<file path="src/hdl/jsu_pkg.sv">
package jsu_pkg;

   // decoder modes
   typedef enum logic [2:0] {
      MODE_IDLE = 3'd0,
      MODE_TEXT = 3'd1,
      MODE_ESC  = 3'd2,
      MODE_HEX  = 3'd3
   } mode_type;

   // result kinds
   localparam logic [1:0] KIND_DATA = 2'd0;
   localparam logic [1:0] KIND_DONE = 2'd1;
   localparam logic [1:0] KIND_FAIL = 2'd2;

   // characters of interest
   localparam logic [7:0] CHR_QUOTE = 8'h22;
   localparam logic [7:0] CHR_BSLASH = 8'h5C;
   localparam logic [7:0] CHR_N = 8'h6E;
   localparam logic [7:0] CHR_R = 8'h72;
   localparam logic [7:0] CHR_T = 8'h74;
   localparam logic [7:0] CHR_U = 8'h75;
   localparam logic [7:0] CHR_LF = 8'h0A;
   localparam logic [7:0] CHR_CR = 8'h0D;
   localparam logic [7:0] CHR_TAB = 8'h09;

   // UTF-8 limits and marks
   localparam logic [15:0] UTF_LIM1 = 16'h007F;
   localparam logic [15:0] UTF_LIM2 = 16'h07FF;
   localparam logic [7:0] UTF_LEAD2 = 8'hC0;
   localparam logic [7:0] UTF_LEAD3 = 8'hE0;
   localparam logic [7:0] UTF_CONT = 8'h80;

   // queue between decoder and serialiser
   localparam int QDEPTH = 4;
   localparam int QPTR_W = $clog2(QDEPTH);
   localparam int QCNT_W = $clog2(QDEPTH + 1);

   // one decoded step: one to three result words
   typedef struct packed {
      logic [1:0]      kind;
      logic [1:0]      count;
      logic [2:0][7:0] bytes;
   } entry_type;

   typedef struct packed {
      logic full;
      logic empty;
   } qstat_type;

   // hex digit check and value
   function automatic logic [4:0] hex_value(input logic [7:0] c);
      logic [4:0] r;
      r = 5'h10;
      if (c >= 8'h30 && c <= 8'h39) begin
         r = {1'b0, c[3:0]};
      end else if ((c >= 8'h61 && c <= 8'h66) || (c >= 8'h41 && c <= 8'h46)) begin
         r = {1'b0, c[3:0] + 4'd9};
      end
      return r;
   endfunction

endpackage

</file>
<file path="src/hdl/jsu_front.sv">
module jsu_front import jsu_pkg::*; (
   input  logic       clock,
   input  logic       reset,
   input  logic       accept,
   input  logic [7:0] text_byte,
   input  logic       start_req,
   input  logic       text_end,
   output logic       wr_en,
   output entry_type  wr_entry
);

   mode_type    mode_ff, mode_in;
   logic [1:0]  hex_count_ff, hex_count_in;
   logic [15:0] code_accum_ff, code_accum_in;

   // hold decoder state
   always_ff @(posedge clock) begin
      if (reset) begin
         mode_ff <= MODE_IDLE;
         hex_count_ff <= 2'd0;
         code_accum_ff <= 16'd0;
      end else if (accept) begin
         mode_ff <= mode_in;
         hex_count_ff <= hex_count_in;
         code_accum_ff <= code_accum_in;
      end
   end

   // classify the byte and build the word group
   always_comb begin
      mode_type    cur;
      logic [1:0]  hc;
      logic [15:0] acc;
      logic [15:0] cp;
      logic [4:0]  hv;
      logic        closed;

      cur = start_req ? MODE_TEXT : mode_ff;
      hc = start_req ? 2'd0 : hex_count_ff;
      acc = start_req ? 16'd0 : code_accum_ff;
      hv = hex_value(text_byte);
      cp = {acc[11:0], hv[3:0]};
      closed = 1'b0;

      mode_in = cur;
      hex_count_in = hc;
      code_accum_in = acc;
      wr_entry = '0;
      wr_entry.kind = KIND_DATA;

      case (cur)
         MODE_TEXT: begin
            if (text_byte == CHR_QUOTE) begin
               mode_in = MODE_IDLE;
               wr_entry.kind = KIND_DONE;
               wr_entry.count = 2'd1;
               closed = 1'b1;
            end else if (text_byte == CHR_BSLASH) begin
               mode_in = MODE_ESC;
            end else begin
               wr_entry.count = 2'd1;
               wr_entry.bytes[0] = text_byte;
            end
         end
         MODE_ESC: begin
            mode_in = MODE_TEXT;
            wr_entry.count = 2'd1;
            case (text_byte)
               CHR_N:   wr_entry.bytes[0] = CHR_LF;
               CHR_R:   wr_entry.bytes[0] = CHR_CR;
               CHR_T:   wr_entry.bytes[0] = CHR_TAB;
               CHR_U: begin
                  mode_in = MODE_HEX;
                  hex_count_in = 2'd0;
                  code_accum_in = 16'd0;
                  wr_entry.count = 2'd0;
               end
               default: wr_entry.bytes[0] = text_byte;
            endcase
         end
         MODE_HEX: begin
            if (hv[4]) begin
               // bad digit ends the string at once
               mode_in = MODE_IDLE;
               hex_count_in = 2'd0;
               code_accum_in = 16'd0;
               wr_entry.kind = KIND_FAIL;
               wr_entry.count = 2'd1;
               closed = 1'b1;
            end else if (hc == 2'd3) begin
               mode_in = MODE_TEXT;
               hex_count_in = 2'd0;
               code_accum_in = 16'd0;
               if (cp <= UTF_LIM1) begin
                  wr_entry.count = 2'd1;
                  wr_entry.bytes[0] = cp[7:0];
               end else if (cp <= UTF_LIM2) begin
                  wr_entry.count = 2'd2;
                  wr_entry.bytes[0] = UTF_LEAD2 | {3'b000, cp[10:6]};
                  wr_entry.bytes[1] = UTF_CONT | {2'b00, cp[5:0]};
               end else begin
                  wr_entry.count = 2'd3;
                  wr_entry.bytes[0] = UTF_LEAD3 | {4'b0000, cp[15:12]};
                  wr_entry.bytes[1] = UTF_CONT | {2'b00, cp[11:6]};
                  wr_entry.bytes[2] = UTF_CONT | {2'b00, cp[5:0]};
               end
            end else begin
               hex_count_in = hc + 2'd1;
               code_accum_in = cp;
            end
         end
         default: begin
            // idle: drop the byte, including a last one
            mode_in = MODE_IDLE;
            closed = 1'b1;
         end
      endcase

      // text ran out before the closing quote
      if (text_end && !closed) begin
         mode_in = MODE_IDLE;
         hex_count_in = 2'd0;
         code_accum_in = 16'd0;
         wr_entry = '0;
         wr_entry.kind = KIND_FAIL;
         wr_entry.count = 2'd1;
      end

      wr_en = accept && (wr_entry.count != 2'd0);
   end

endmodule

</file>
<file path="src/hdl/jsu_queue.sv">
module jsu_queue import jsu_pkg::*; (
   input  logic      clock,
   input  logic      reset,
   input  logic      wr_en,
   input  entry_type wr_entry,
   input  logic      rd_en,
   output entry_type rd_entry,
   output qstat_type status
);

   entry_type           store_ff [QDEPTH];
   logic [QPTR_W-1:0]   wr_ptr_ff, wr_ptr_in;
   logic [QPTR_W-1:0]   rd_ptr_ff, rd_ptr_in;
   logic [QCNT_W-1:0]   fill_ff, fill_in;

   // write the incoming group
   always_ff @(posedge clock) begin
      if (wr_en) begin
         store_ff[wr_ptr_ff] <= wr_entry;
      end
   end

   // advance pointers and fill count
   always_comb begin
      wr_ptr_in = wr_ptr_ff;
      rd_ptr_in = rd_ptr_ff;
      fill_in = fill_ff;
      if (wr_en) begin
         wr_ptr_in = (wr_ptr_ff == QPTR_W'(QDEPTH - 1)) ? '0 : wr_ptr_ff + 1'b1;
      end
      if (rd_en) begin
         rd_ptr_in = (rd_ptr_ff == QPTR_W'(QDEPTH - 1)) ? '0 : rd_ptr_ff + 1'b1;
      end
      if (wr_en && !rd_en) begin
         fill_in = fill_ff + 1'b1;
      end else if (!wr_en && rd_en) begin
         fill_in = fill_ff - 1'b1;
      end
   end

   always_ff @(posedge clock) begin
      if (reset) begin
         wr_ptr_ff <= '0;
         rd_ptr_ff <= '0;
         fill_ff <= '0;
      end else begin
         wr_ptr_ff <= wr_ptr_in;
         rd_ptr_ff <= rd_ptr_in;
         fill_ff <= fill_in;
      end
   end

   assign rd_entry = store_ff[rd_ptr_ff];
   assign status.full = (fill_ff == QCNT_W'(QDEPTH));
   assign status.empty = (fill_ff == '0);

endmodule

</file>
<file path="src/hdl/jsu_back.sv">
module jsu_back import jsu_pkg::*; (
   input  logic       clock,
   input  logic       reset,
   input  entry_type  head,
   input  logic       head_empty,
   input  logic       pop,
   output logic       head_done,
   output logic [7:0] out_byte,
   output logic [1:0] kind,
   output logic       run_last
);

   logic [1:0] index_ff, index_in;
   logic       take;

   assign take = pop && !head_empty;
   assign run_last = (index_ff == head.count - 2'd1);
   assign head_done = take && run_last;
   assign kind = head.kind;

   // pick the word within the group
   always_comb begin
      case (index_ff)
         2'd0:    out_byte = head.bytes[0];
         2'd1:    out_byte = head.bytes[1];
         2'd2:    out_byte = head.bytes[2];
         default: out_byte = 8'd0;
      endcase
   end

   // step through the group, restart on the next one
   always_comb begin
      index_in = index_ff;
      if (head_done) begin
         index_in = 2'd0;
      end else if (take) begin
         index_in = index_ff + 2'd1;
      end
   end

   always_ff @(posedge clock) begin
      if (reset) begin
         index_ff <= 2'd0;
      end else begin
         index_ff <= index_in;
      end
   end

endmodule

</file>
<file path="src/hdl/json_string_unescape_top.sv">
// Decodes a JSON string body one byte per cycle, while the queue is not full,
// into data, done and fail words. A word reaches the rsp ports once its group
// is registered in the queue and earlier groups have been popped. A \u escape
// giving two or three bytes needs as many pops, absorbed by a four-group queue.
// Reset (synchronous): decoder idle, ignoring input until start_req; queue empty.
module json_string_unescape_top import jsu_pkg::*; (
   input  logic       clock,
   input  logic       reset,
   input  logic       push,
   output logic       full,
   input  logic [7:0] req_text_byte,
   input  logic       req_start_req,
   input  logic       req_text_end,
   output logic       empty,
   input  logic       pop,
   output logic [7:0] rsp_out_byte,
   output logic [1:0] rsp_kind,
   output logic       rsp_run_last
);

   qstat_type q_status;
   entry_type wr_entry;
   entry_type head;
   logic      wr_en;
   logic      head_done;
   logic      accept;

   assign accept = push && !q_status.full;
   assign full = q_status.full;
   assign empty = q_status.empty;

   jsu_front u_front (
      .clock     (clock),
      .reset     (reset),
      .accept    (accept),
      .text_byte (req_text_byte),
      .start_req (req_start_req),
      .text_end  (req_text_end),
      .wr_en     (wr_en),
      .wr_entry  (wr_entry)
   );

   jsu_queue u_queue (
      .clock    (clock),
      .reset    (reset),
      .wr_en    (wr_en),
      .wr_entry (wr_entry),
      .rd_en    (head_done),
      .rd_entry (head),
      .status   (q_status)
   );

   jsu_back u_back (
      .clock      (clock),
      .reset      (reset),
      .head       (head),
      .head_empty (q_status.empty),
      .pop        (pop),
      .head_done  (head_done),
      .out_byte   (rsp_out_byte),
      .kind       (rsp_kind),
      .run_last   (rsp_run_last)
   );

endmodule
</file>
<file path="config.mk">
export PLATFORM = sky130hd
export DESIGN_NAME = json_string_unescape_top
export DESIGN_NICKNAME = d
export VERILOG_FILES = /design/src/hdl/jsu_pkg.sv /design/src/hdl/jsu_front.sv /design/src/hdl/jsu_queue.sv /design/src/hdl/jsu_back.sv /design/src/hdl/json_string_unescape_top.sv
export SDC_FILE = /design/constraint.sdc
export NUM_CORES = 1
export LEC_CHECK = 0
export ABC_AREA = 0
export BUFFER_PORTS_ARGS = -buffer_cell sky130_fd_sc_hd__buf_2
export CAP_MARGIN = 20
export CORE_MARGIN = 4
export CORE_UTILIZATION = 55
export DETAILED_ROUTE_END_ITERATION = 8
export MAX_ROUTING_LAYER = met4
export PLACE_DENSITY_LB_ADDON = 0.08
export SLEW_MARGIN = 20
export SYNTH_ARGS = -nofsm -noshare
export SYNTH_HDL_FRONTEND = slang
export SYNTH_SLANG_ARGS = --single-unit
</file>
<file path="constraint.sdc">
create_clock -name clock -period 8.4 [get_ports clock]
set_input_delay 1.68 -clock clock [delete_from_list [all_inputs] [get_ports clock]]
set_output_delay 1.68 -clock clock [all_outputs]
set_load 0.01 [all_outputs]
</file>
# Word-level counts from Yosys, hierarchy flattened
# Memory sizes are Yosys's and may differ from the RTL's. A register that Yosys moved wholly into a read port is not among the register bits.
# Cells that the tools add are included.
[word_totals]
in_bits = 14
mem_bits_rw = 112
output_inout_bits = 13
n_memories = 1
register_bits = 30
[mem_list]
columns = ["name", "words", "width", "read_ports", "rd_clocked_by_memory_dff", "wr", "line_no", "text"]
rows = [
  ["u_queue.store_ff", 4, 28, 1, 1, 1, "jsu_queue.sv:11", "entry_type store_ff [QDEPTH];"],
]
[classes]
addsub = 8
eq_ne = 16
reduce_logical = 21
mux = 56
n_lt_le_gt_ge = 8
[ops]
columns = ["operator", "n"]
rows = [
  ["$mux 16", 7],
  ["$pmux 8 s3", 2],
  ["$eq 8x7->1 const B", 5],
  ["$mux 8", 4],
  ["$pmux 16 s2", 1],
  ["$pmux 8 s4", 1],
  ["$mux 2", 14],
  ["$mux 28", 1],
  ["$mux 26", 1],
  ["$mux 24", 1],
  ["$mux 3", 8],
  ["$ge 8x7->1 const B", 2],
  ["$le 16x11->1 const B", 1],
  ["$le 16x7->1 const B", 1],
  ["$le 8x7->1 const B", 2],
  ["$mux 14", 1],
  ["$logic_and 1x1->1", 10],
  ["$mux 5", 2],
  ["$pmux 3 s3", 1],
  ["$add 2x1->2 const B", 4],
  ["$eq 2x2->1 const B", 4],
  ["$eq 8x6->1 const B", 1],
  ["$ge 8x6->1 const B", 1],
  ["$le 8x6->1 const B", 1],
  ["19 further kinds", 33],
]

# Depth between registers and ports, before layout
[logic_depth]
depth_word = 18
depth_mapped = 14

# Hierarchy
# A second synthesis with hierarchy kept.
[hier_totals]
cells_unflattened = 455
area_unflattened_um2 = 6530.0
[by_module_without_submodules]
columns = ["mod", "instances", "seq_area_each_um2", "cells_per_inst", "area_per_inst_um2"]
rows = [
  ["jsu_queue", 1, 3543.4, 190, 4530.6],
  ["jsu_front", 1, 340.3, 223, 1650.3],
  ["jsu_back", 1, 40.0, 41, 335.3],
  ["json_string_unescape_top", 1, 0.0, 1, 13.8],
]

# Worst setup path before layout
# Ideal clock, no wire load.
[synth_path]
path_type = "input-to-reg"
startpoint = "in req_text_byte[3]"
endpoint = "reg u_queue.fill_ff[2]"
t_arrival_ns = 4.750
path_stages = 14
required_ns = 8.329
setup_time_ns = 0.071
path_slack_ns = 3.579
path_buffers = 4
path_cell_list = "buf_6 -> or3b_1 -> buf_6 -> or4_4 -> buf_6 -> a221oi_4 -> o41a_1 -> buf_6 -> ha_1 -> inv_1 -> fa_1 -> xor2_1 -> or3_1 -> a21oi_1"
[synth_between]
elab_chain_cells = 17
elab_cells_between_ends = 39
cone_classes = "add/sub (1); order compare (8); eq/ne (3); mux (15); reduce/logical (12)"
[synth_rtl]
columns = ["element", "line_no", "text"]
rows = [
  ["start, declared", "json_string_unescape_top.sv:11", "input logic [7:0] req_text_byte,"],
  ["$ge 8x7->1 or $le 8x7->1 (tied branches)", "jsu_pkg.sv:57", "end else if ((c >= 8'h61 && c <= 8'h66) || (c >= 8'h41 && c <= 8'h46)) begin"],
  ["$logic_and 1x1->1", "jsu_pkg.sv:57", ""],
  ["$logic_or 1x1->1", "jsu_pkg.sv:57", ""],
  ["$mux 5", "jsu_pkg.sv:57", ""],
  ["$mux 5", "jsu_pkg.sv:55", "if (c >= 8'h30 && c <= 8'h39) begin"],
  ["$le 16x11->1", "jsu_front.sv:97", "end else if (cp <= UTF_LIM2) begin"],
  ["$mux 1", "jsu_front.sv:97", ""],
  ["$mux 2", "jsu_front.sv:94", "if (cp <= UTF_LIM1) begin"],
  ["[2 not listed]", "-", ""],
  ["$pmux 2 s3", "jsu_front.sv:51", "case (cur)"],
  ["$mux 28 (*)", "jsu_front.sv:120", "if (text_end && !closed) begin"],
  ["$reduce_bool 2->1 (*)", "jsu_front.sv:129", "wr_en = accept && (wr_entry.count != 2'd0);"],
  ["$logic_and 1x1->1 (*)", "jsu_front.sv:129", ""],
  ["net u_front.wr_en", "jsu_front.sv:8", "output logic wr_en,"],
  ["$logic_not 1->1", "jsu_queue.sv:36", "end else if (!wr_en && rd_en) begin"],
  ["$logic_and 1x1->1", "jsu_queue.sv:36", ""],
  ["$reduce_bool 2->1 (no line)", "-", ""],
  ["end signal, assigned", "jsu_queue.sv:49", "fill_ff <= fill_in;"],
  ["end, declared", "jsu_queue.sv:14", "logic [QCNT_W-1:0] fill_ff, fill_in;"],
]
# The timed path passes the listed nets; every way through them passes the cells marked *.
# A chain may end at the register's enable or synchronous reset.

# Final worst setup path
[layout_path]
startpoint = "in req_text_byte[3]"
endpoint = "reg u_queue.fill_ff[2]"
[layout_between]
elab_chain_cells = 17
elab_cells_between_ends = 39
cone_classes = "add/sub (1); order compare (8); eq/ne (3); mux (15); reduce/logical (12)"
[layout_rtl]
columns = ["element", "line_no", "text"]
rows = [
  ["$ge 8x7->1 or $le 8x7->1 (tied branches)", "jsu_pkg.sv:57", ""],
  ["$logic_and 1x1->1", "jsu_pkg.sv:57", ""],
  ["$logic_or 1x1->1", "jsu_pkg.sv:57", ""],
  ["$mux 5", "jsu_pkg.sv:57", ""],
  ["$mux 5", "jsu_pkg.sv:55", ""],
  ["$le 16x11->1", "jsu_front.sv:97", ""],
  ["$mux 1", "jsu_front.sv:97", ""],
  ["$mux 2", "jsu_front.sv:94", ""],
  ["$mux 26", "jsu_front.sv:90", "end else if (hc == 2'd3) begin"],
  ["$mux 2", "jsu_front.sv:82", "if (hv[4]) begin"],
  ["$pmux 2 s3", "jsu_front.sv:51", ""],
  ["$mux 28 (*)", "jsu_front.sv:120", ""],
  ["$reduce_bool 2->1 (*)", "jsu_front.sv:129", ""],
  ["$logic_and 1x1->1 (*)", "jsu_front.sv:129", ""],
  ["$logic_not 1->1", "jsu_queue.sv:36", ""],
  ["$logic_and 1x1->1", "jsu_queue.sv:36", ""],
  ["$reduce_bool 2->1 (no line)", "-", ""],
]
# Every way passes the cells marked *; elsewhere a longest branch is shown, timed or not.

==> key figures <==
Detailed routing
  • Drt first pass iters: 5
  • Vias: 3913
  • Vias per Instance: 6.15
  • Antenna Nets Post-Route: 0
  • Residual DRC: 0
  • Wire length per cell: 21.0 um
  • DR iter-0 viols: 544
  • Wirelength, routed: 13300 um

Clock tree
  • Clock insertion delay at the later pin of the skew report: 0.41 ns
  • Post-CTS Setup Repair Bufs: 0
  • Hold-fix buffers at CTS: 0
  • TritonCTS buffer count: 17
  • H-tree depth: 4
  • TritonCTS clock tree: yes
  • CTS clk-pin slew, worst paths: 0.06 ns
  • CTS max path bufs: 2
  • Clock root buffer: clkbuf_16
  • Sink Count: 132
  • Resized Gates After CTS: 0

Global routing
  • Total track usage: 0.228
  • Antenna violations before repair: 0
  • First-pass GRT wire length: 21800 um
  • Grt ovf: 0
  • Largest net degree at the start of global routing: 27
  • Number of global-route vias before repair: 3998

Place
  • Dpl hpwl: 8820 um
  • RePlAce Congestion: 0.966
  • Worst slack at placement: 3.23 ns
  • I/O Buffers: 26
  • Cell Area, Placed: 6390 um^2

Setup path
  • Worst Path Required: 8.73 ns
  • CP max stage cell: or4_4
  • Crit path max-delay family: simple AND/OR/NAND/NOR gates
  • CP max stage delay: 0.64 ns
  • CP Class: input port to flip-flop
  • Crit-path max FO: 10
  • Crit path arrival time: 5.10 ns
  • CP Cell Sequence: buf_2 > or3b_1 > or4_4 > a221oi_4 > o41a_1 > ha_1 > inv_1 > fa_1 > xor2_1 > or3_1 > a21oi_1
  • Critical path launch point type: input port
  • CP bufs+invs: 2
  • Worst setup EP type: flip-flop

Power and ir drop
  • Pleak: 2.44 nW
  • Clk pwr share: 0.368
  • Maximum vdd drop: 0.000145 V
  • Gate power share: 0.182
  • Power per cell area: 257 nW/um^2
  • Seq pwr share: 0.450
  • Int Pwr: 1.31 mW
  • Sw Pwr: 471 uW
  • Net Sw Frac: 0.265

Yosys
  • Top post-synthesis cells by area: edfxtp_1 50%, mux4_2 9.5%, dfxtp_1 9.1%, ha_1 3.0%, a21oi_1 2.7%
  • Netlist Area Pre-Place: 6180 um^2
  • Mean post-synth cell area: 13.5 um^2
  • Most instantiated cells after synthesis: 104 x edfxtp_1, 33 x a21oi_1, 33 x nor2_1
  • Seq/Total Area, Yosys: 0.596
  • Area leader, netlist: edfxtp_1
  • Ys Warns: 0
  • Most common cell in the netlist: edfxtp_1
  • Synth Net Count: 489
  • Synth async-reset ratio: 0
  • Yosys reg bits: 132
  • Netlist cell types: 65
  • Area fraction of the dominant cell type after synthesis: 0.505
  • Gate Count Post-Synth: 459
  • Ys flop type: edfxtp_1
  • EDFF count, synth: 104

Floorplanning
  • Die area: 13000 um^2
  • Top Ports: 27
  • Num rows: 38
  • Std-Cell Core Area: 10900 um^2
  • Starting Density: 0.566
  • Die Y: 114 um
  • Die width: 114 um

STA
  • Slew Limit Fails: 0
  • Worst-Margin Slew: 0.983 ns
  • Max transition margin: 0.345
  • Max Clock Freq: 210 MHz
  • Part of the cycle the worst path needs: 0.567
  • Setup TNS: 0 ns
  • RSZ-0062 raised after global routing: no
  • Final setup viols: 0
  • Setup WS post-layout: 3.63 ns
  • Clk_skew: 0.00840 ns
  • Fin crit period: 4.77 ns
  • Final hold vios: 0

Final layout
  • Layout Nets: 514
  • Total inserted antenna cells: 0
  • Fill cells: 831
  • Fraction of layout cells with a size suffix above 1: 0.202
  • Layout area overhead: 11.8%
  • Post-route cell area: 6920 um^2

Flow run
  • Max-capacitance violation count: 0

Worst hold path
  • HP Class: flip-flop to flip-flop

Status
  • Status: finished clean
## per-stage QoR
stage	hold slack (ns)	utilization	total power, mW	cells
3_3_place_gp	0.427	0.584	1.13	605
5_1_grt	0.488	0.632	1.86	636
2_1_floorplan	0.419	-	1.04	459
3_5_place_dp	0.432	0.584	1.14	605
6_report	0.444	0.632	1.78	636
4_1_cts	0.444	0.632	1.79	636
## sequential cells by signal, indices dropped and copies added (netlist names), named ones only
| signal | flops |
|---|---|
| u_queue.store_ff | 104 |
| u_front.code_accum_ff | 12 |
| u_back.index_ff | 2 |
| u_queue.wr_ptr_ff | 2 |
| u_front.mode_ff | 3 |
| u_queue.rd_ptr_ff | 2 |
| u_front.hex_count_ff | 2 |
| u_queue.fill_ff | 3 |
## placed cells by master (no fill, tap or decap), types with 6 or more instances in the layout
master and count:
nand2b_1 7, a22oi_1 11, nor2b_1 9, mux4_2 26
nand2_1 30, inv_1 14, a21oi_1 33, edfxtp_1 104
buf_2 26, clkbuf_16 17, dfxtp_1 27, nor3_1 8
o21ai_0 19, a22o_1 9, nor2_1 33, clkinv_2 6
nor3b_1 7, ha_1 15
## cells by family (layout without fill, tap and decap cells)
kind of cell,after synthesis,count (layout),share of synthesized area
muxes,30,30,0.101
adders and majority gates,16,16,0.0336
DFF,132,132,0.596
and+or+nand+nor,130,130,0.114
xor gates and xnor gates,5,5,0.00708
buffers and inverters,36,73,0.0271
AOI/OAI and AO/OA,110,110,0.121
## layout make-up
cell class / instances / area [um^2] / share of cell area
timing repair buffer: 28 / 145 / 0.0210
inverter: 14 / 52.6 / 0.00760
tap: 140 / 175 / 0.0253
clock inverter: 11 / 87.6 / 0.0127
multi-input combinational: 291 / 2330 / 0.337
sequential: 132 / 3680 / 0.533
clock buffer: 20 / 437 / 0.0631
## path summary, 6_finish.rpt
path	from	to	slack, ns	cells after the start
worst max-delay path	req_text_byte[3]	u_queue.fill_ff[2]$_SDFFE_PP0P_	3.63	11
worst max register to register	flip-flop	u_queue.fill_ff[2]$_SDFFE_PP0P_	4.81	10
worst min-delay path	u_front.hex_count_ff[1]$_SDFFE_PP0P_	u_front.hex_count_ff[1]$_SDFFE_PP0P_	0.44	1
worst min register to register	u_front.hex_count_ff[1]$_SDFFE_PP0P_	u_front.hex_count_ff[1]$_SDFFE_PP0P_	0.44	1
## routing by layer
layer  global-route usage  routed length [um]
met3               0.0552                 773
met2                0.355                6400
met5                    -                   0
met1                0.305                6060
met4               0.0546                 110
## power groups by stage
stage	logic (mW)	registers (mW)	clock network, mW
floorplan	0.249	0.787	0
global placement	0.319	0.811	0
detailed placement	0.326	0.815	0
CTS	0.329	0.802	0.664
global route	0.355	0.808	0.700
finish	0.323	0.799	0.655
(Power assumes the default switching activity.)
